<file path="config.mk">
export PLATFORM = sky130hd
export DESIGN_NAME = bwt_div_cell
export DESIGN_NICKNAME = d
export VERILOG_FILES = /design/src/rtl/bwt_pkg.sv /design/src/rtl/bwt_div_cell.sv
export SDC_FILE = /design/constraint.sdc
export NUM_CORES = 1
export LEC_CHECK = 0
export BUFFER_PORTS_ARGS = -buffer_cell sky130_fd_sc_hd__buf_2
export CAP_MARGIN = 0
export CORE_AREA = 2 2 239 241
export CTS_CLUSTER_SIZE = 16
export DETAILED_ROUTE_END_ITERATION = 12
export DIE_AREA = 0 0 241 243
export HOLD_SLACK_MARGIN = 0.03
export PLACE_DENSITY_LB_ADDON = 0.3
export SLEW_MARGIN = 20
export SYNTH_ARGS = -nofsm -noshare
export SYNTH_HDL_FRONTEND = slang
export SYNTH_SLANG_ARGS = --single-unit
</file>
<file path="constraint.sdc">
create_clock -name clock -period 8.15 [get_ports clock]
set_input_delay 1.63 -clock clock [delete_from_list [all_inputs] [get_ports clock]]
set_output_delay 1.63 -clock clock [all_outputs]
set_load 0.01 [all_outputs]
</file>
<file path="src/rtl/bwt_pkg.sv">
// shared constants and types for the barycentric weights block
package bwt_pkg;

   localparam int COORD_BITS_DEF       = 16;
   localparam int WEIGHT_FRAC_BITS_DEF = 16;
   localparam int WEIGHT_BITS          = 32;
   localparam int LANES                = 3;

   typedef struct packed {
      logic             valid;
      logic             degen;
      logic [LANES-1:0] neg;
   } ctl_type;

endpackage

</file>
<file path="src/rtl/bwt_div_cell.sv">
// one restoring division step for three dividends sharing one divisor
module bwt_div_cell #(
   parameter int NB = 2 * bwt_pkg::COORD_BITS_DEF + 4 + bwt_pkg::WEIGHT_FRAC_BITS_DEF,
   parameter int DB = 2 * bwt_pkg::COORD_BITS_DEF + 3
) (
   input  logic                              clock,
   input  logic                              reset,
   input  logic                              en,
   input  bwt_pkg::ctl_type                  ctl_i,
   input  logic [bwt_pkg::LANES-1:0][DB-1:0] rem_i,
   input  logic [bwt_pkg::LANES-1:0][NB-1:0] nq_i,
   input  logic [DB-1:0]                     den_i,
   output bwt_pkg::ctl_type                  ctl_o,
   output logic [bwt_pkg::LANES-1:0][DB-1:0] rem_o,
   output logic [bwt_pkg::LANES-1:0][NB-1:0] nq_o,
   output logic [DB-1:0]                     den_o
);

   bwt_pkg::ctl_type                  ctl_ff;
   logic [bwt_pkg::LANES-1:0][DB-1:0] rem_ff, rem_in;
   logic [bwt_pkg::LANES-1:0][NB-1:0] nq_ff, nq_in;
   logic [DB-1:0]                     den_ff;
   logic [DB:0]                       part [bwt_pkg::LANES];
   logic [DB:0]                       diff [bwt_pkg::LANES];
   logic                              ge   [bwt_pkg::LANES];

   always_comb begin
      for (int l = 0; l < bwt_pkg::LANES; l++) begin
         part[l]   = {rem_i[l], nq_i[l][NB-1]};
         diff[l]   = part[l] - {1'b0, den_i};
         ge[l]     = (part[l] >= {1'b0, den_i});
         rem_in[l] = ge[l] ? diff[l][DB-1:0] : part[l][DB-1:0];
         nq_in[l]  = {nq_i[l][NB-2:0], ge[l]};
      end
   end

   always_ff @(posedge clock) begin
      if (reset) begin
         ctl_ff.valid <= 1'b0;
      end else if (en) begin
         ctl_ff.valid <= ctl_i.valid;
      end
      if (en) begin
         ctl_ff.degen <= ctl_i.degen;
         ctl_ff.neg   <= ctl_i.neg;
         rem_ff       <= rem_in;
         nq_ff        <= nq_in;
         den_ff       <= den_i;
      end
   end

   assign ctl_o = ctl_ff;
   assign rem_o = rem_ff;
   assign nq_o  = nq_ff;
   assign den_o = den_ff;

endmodule

</file>
==> out/qor.yml <==
status: "complete, no violations"
initial_utilization_pct: 27.8
cp_max_fo: 33
tightest_slew_ps: 921
syn_to_final_growth_pct: 32.7
drv_cap: 0
n_fill_cell: 5634
synth_nets: 1715
cts_buffers: 37
fp.dieH_um: 243
hpwl_mm: 50.4
track_usage_pct: 19.9
hold_viol: 0
reg2reg_depth: 2
final_max_slew_viol_count: 0
synth_cell_types: 60
critPathLaunch: "den_i[3]"
yosysSeqAreaShare_pct: 58.0
drive_gt1_share_pct: 36.1
reg2reg_to: "ctl_o[4]"
io_pins: 605
cts.sinks: 301
worst_hold_path_type: "register to register"
gr-total-overflow: 0
die_area_mm2: 0.0586
cts_resized: 0
num_vias: 12927
crit_end: "rem_o[39]"
fin_nets: 2326
arrival_ps: 5550
htreeDepth: 2
cts-hold-fix-buffers: 0
final_util_pct: 36.9
cp-start-kind: "input port"
finalSetupViolations: 0
rows: 87
remaining_drc_errors: 0
synth_cells: 1303
leakage_nw: 8.99
tns_ps: 0
slew_headroom_pct: 38.0
wl_mm: 61.3
p_int_mw: 3.28
max_freq_mhz: 190
cts.clk_slew.worst_paths_ps: 60
swShare_pct: 28.8
ys_ff_latch: 301
vias_per_cell: 4.78
cp.required_ps: 8440
place.gp.congestion: 0.885
dr.pass1.iters: 5
fin_crit_ps: 5260
cts_setup_buffers: 0
wl_per_cell_um: 22.7
synth_flop_cell: "edfxtp_1"
grt_max_degree: 154
pwr-share-clk_pct: 35.6
power.density_mw_per_mm2: 223
rrSetupSlack_ps: 7550
tritoncts: "done"
worstSetupEndpointType: "register"
peakVddDrop_mv: 0.126
p_sw_mw: 1.33
antenna_found_initial: 19
yosys_warnings: 0
portBuffers: 604
syn_area_mm2: 0.0156
clk_latency_ps: 540
syn_area_per_cell_um2: 11.9
combPwrFrac_pct: 21.9
fp.coreArea_mm2: 0.0560
fin_crit_sh_pct: 64.5
drtAntennaViolNets: 0
reg2reg_from: "ctl_o[4]"
clockRootBuffer: "clkbuf_16"
crit_type: "input port to register"
grt_pass1_vias: 12720
rsz0062_at_grt: "no"
async_flop_share_pct: 0
fin_skew_ps: 0
grt_pass1_wl_mm: 84.3
max-clock-path-buffers: 3
die_x_um: 241
drt_iter0_markers: 725
seq_power_share_pct: 42.5
synth_edf_count: 300
through the flow:
stage | power, mW | hold slack, ps | worst slack [ps] | instances | instance area, um2
floorplan | 2.54 | 528 | 3660 | 1303 | 15600
global placement | 3.01 | 480 | 2500 | 2631 | 19500
detailed placement | 3.01 | 483 | 2420 | 2631 | 19500
CTS | 4.68 | 499 | 2990 | 2698 | 20600
global route | 4.84 | 537 | 2670 | 2702 | 20700
finish | 4.61 | 501 | 2890 | 2705 | 20700
power by group through the flow:
stage	clock network, mW	logic [mW]	registers (mW)
after global placement	0	1.02	1.99
after floorplan	0	0.459	2.08
after detailed placement	0	1.02	1.99
after CTS	1.70	1.02	1.96
final	1.64	1.01	1.96
after global routing	1.76	1.10	1.98
routing by layer:
layer / routed length (um) / track usage (%) / part of all wire (%)
met3: 4770 / 5.55 / 7.8
met4: 2240 / 7.55 / 3.7
met2: 32200 / 37.4 / 53
met5: 117 / 0 / 0.19
met1: 22000 / 20.8 / 36
cells by family (layout without fill, tap and decap cells):
family          Yosys count  count (layout)  synth area share, %
other cells               0               7                    0
fa+ha+maj               108             108                 8.82
xor+xnor                 93              93                 5.23
mux                      26              26                 1.96
flops                   301             301                 58.0
simple gates            297             297                 8.82
buf+inv                 101             740                 2.66
compound gates          377             377                 14.5
registers in the layout, indices dropped and copies added, names as in the netlist:
name / count
ctl_o: 5
den_o: 35
nq_o: 156
rem_o: 105
worst min-delay path by stage:
stage / slack (ps) / cells past startpoint / startpoint / to
5_1_grt: 540 / 2 / ctl_o[4] / ctl_o[4]
6_report: 500 / 2 / ctl_o[4] / ctl_o[4]
3_5_place_dp: 480 / 2 / ctl_o[4] / ctl_o[4]
4_1_cts: 500 / 2 / ctl_o[4] / ctl_o[4]
3_3_place_gp: 480 / 2 / ctl_o[4] / ctl_o[4]
2_1_floorplan: 530 / 2 / ctl_o[4] / ctl_o[4]
worst max-delay path: stages:
cell      delay, ps
buf_2           110
inv_1           160
ha_1            340
o211ai_1        200
a21oi_1          70
a211oi_2        330
o21ai_1         150
a21oi_2         240
o31ai_1         200
a222oi_1        800
nand2_2         610
buf_4           390
mux2_2          290
cell usage after synthesis (7+ instances only):
| master | n | share of area [%] |
|---|---|---|
| nand2b_1 | 19 | 0.76 |
| nor2_1 | 97 | 2.3 |
| nor3_1 | 9 | 0.29 |
| o21ai_0 | 92 | 3.0 |
| nand3_1 | 21 | 0.68 |
| edfxtp_1 | 300 | 58 |
| nand4_1 | 18 | 0.72 |
| xor2_1 | 38 | 2.1 |
| nor2b_1 | 13 | 0.52 |
| xnor2_1 | 55 | 3.1 |
| clkbuf_1 | 31 | 0.75 |
| inv_1 | 62 | 1.5 |
| a31oi_1 | 17 | 0.68 |
| nand2_1 | 90 | 2.2 |
| and3_1 | 7 | 0.28 |
| o31ai_1 | 7 | 0.34 |
| ha_1 | 105 | 8.4 |
| a211oi_1 | 11 | 0.53 |
| a21o_1 | 51 | 2.5 |
| mux2_2 | 20 | 1.4 |
| a21oi_1 | 143 | 4.6 |
| o21bai_1 | 9 | 0.43 |
area by class of cell:
class	instances	area, um2	area share (%)
inverters	62	233	1.13
clock inverters	23	238	1.15
well taps	756	946	4.58
clock buffers	44	952	4.61
flip-flops and latches	301	9030	43.7
repair buffers	611	3100	15.0
multi-input cells	901	6150	29.7
diodes	7	17.5	0.0848
cell usage in the layout, fill, tap and decap left out, types with 11 or more instances in the layout:
cell       synthesis  routed
a211oi_1          11      11
clkbuf_16          0      37
nand2_1           90      90
nand3_1           21      21
edfxtp_1         300     300
ha_1             105     105
nor2_1            97      97
nand2b_1          19      19
a31oi_1           17      17
o21ai_0           92      91
xnor2_1           55      55
buf_2              4     603
a21oi_1          143     143
a21o_1            51      51
xor2_1            38      38
mux2_2            20      20
nand4_1           18      18
inv_1             62      62
nor2b_1           13      13
Power figures use the tool's default switching activity.
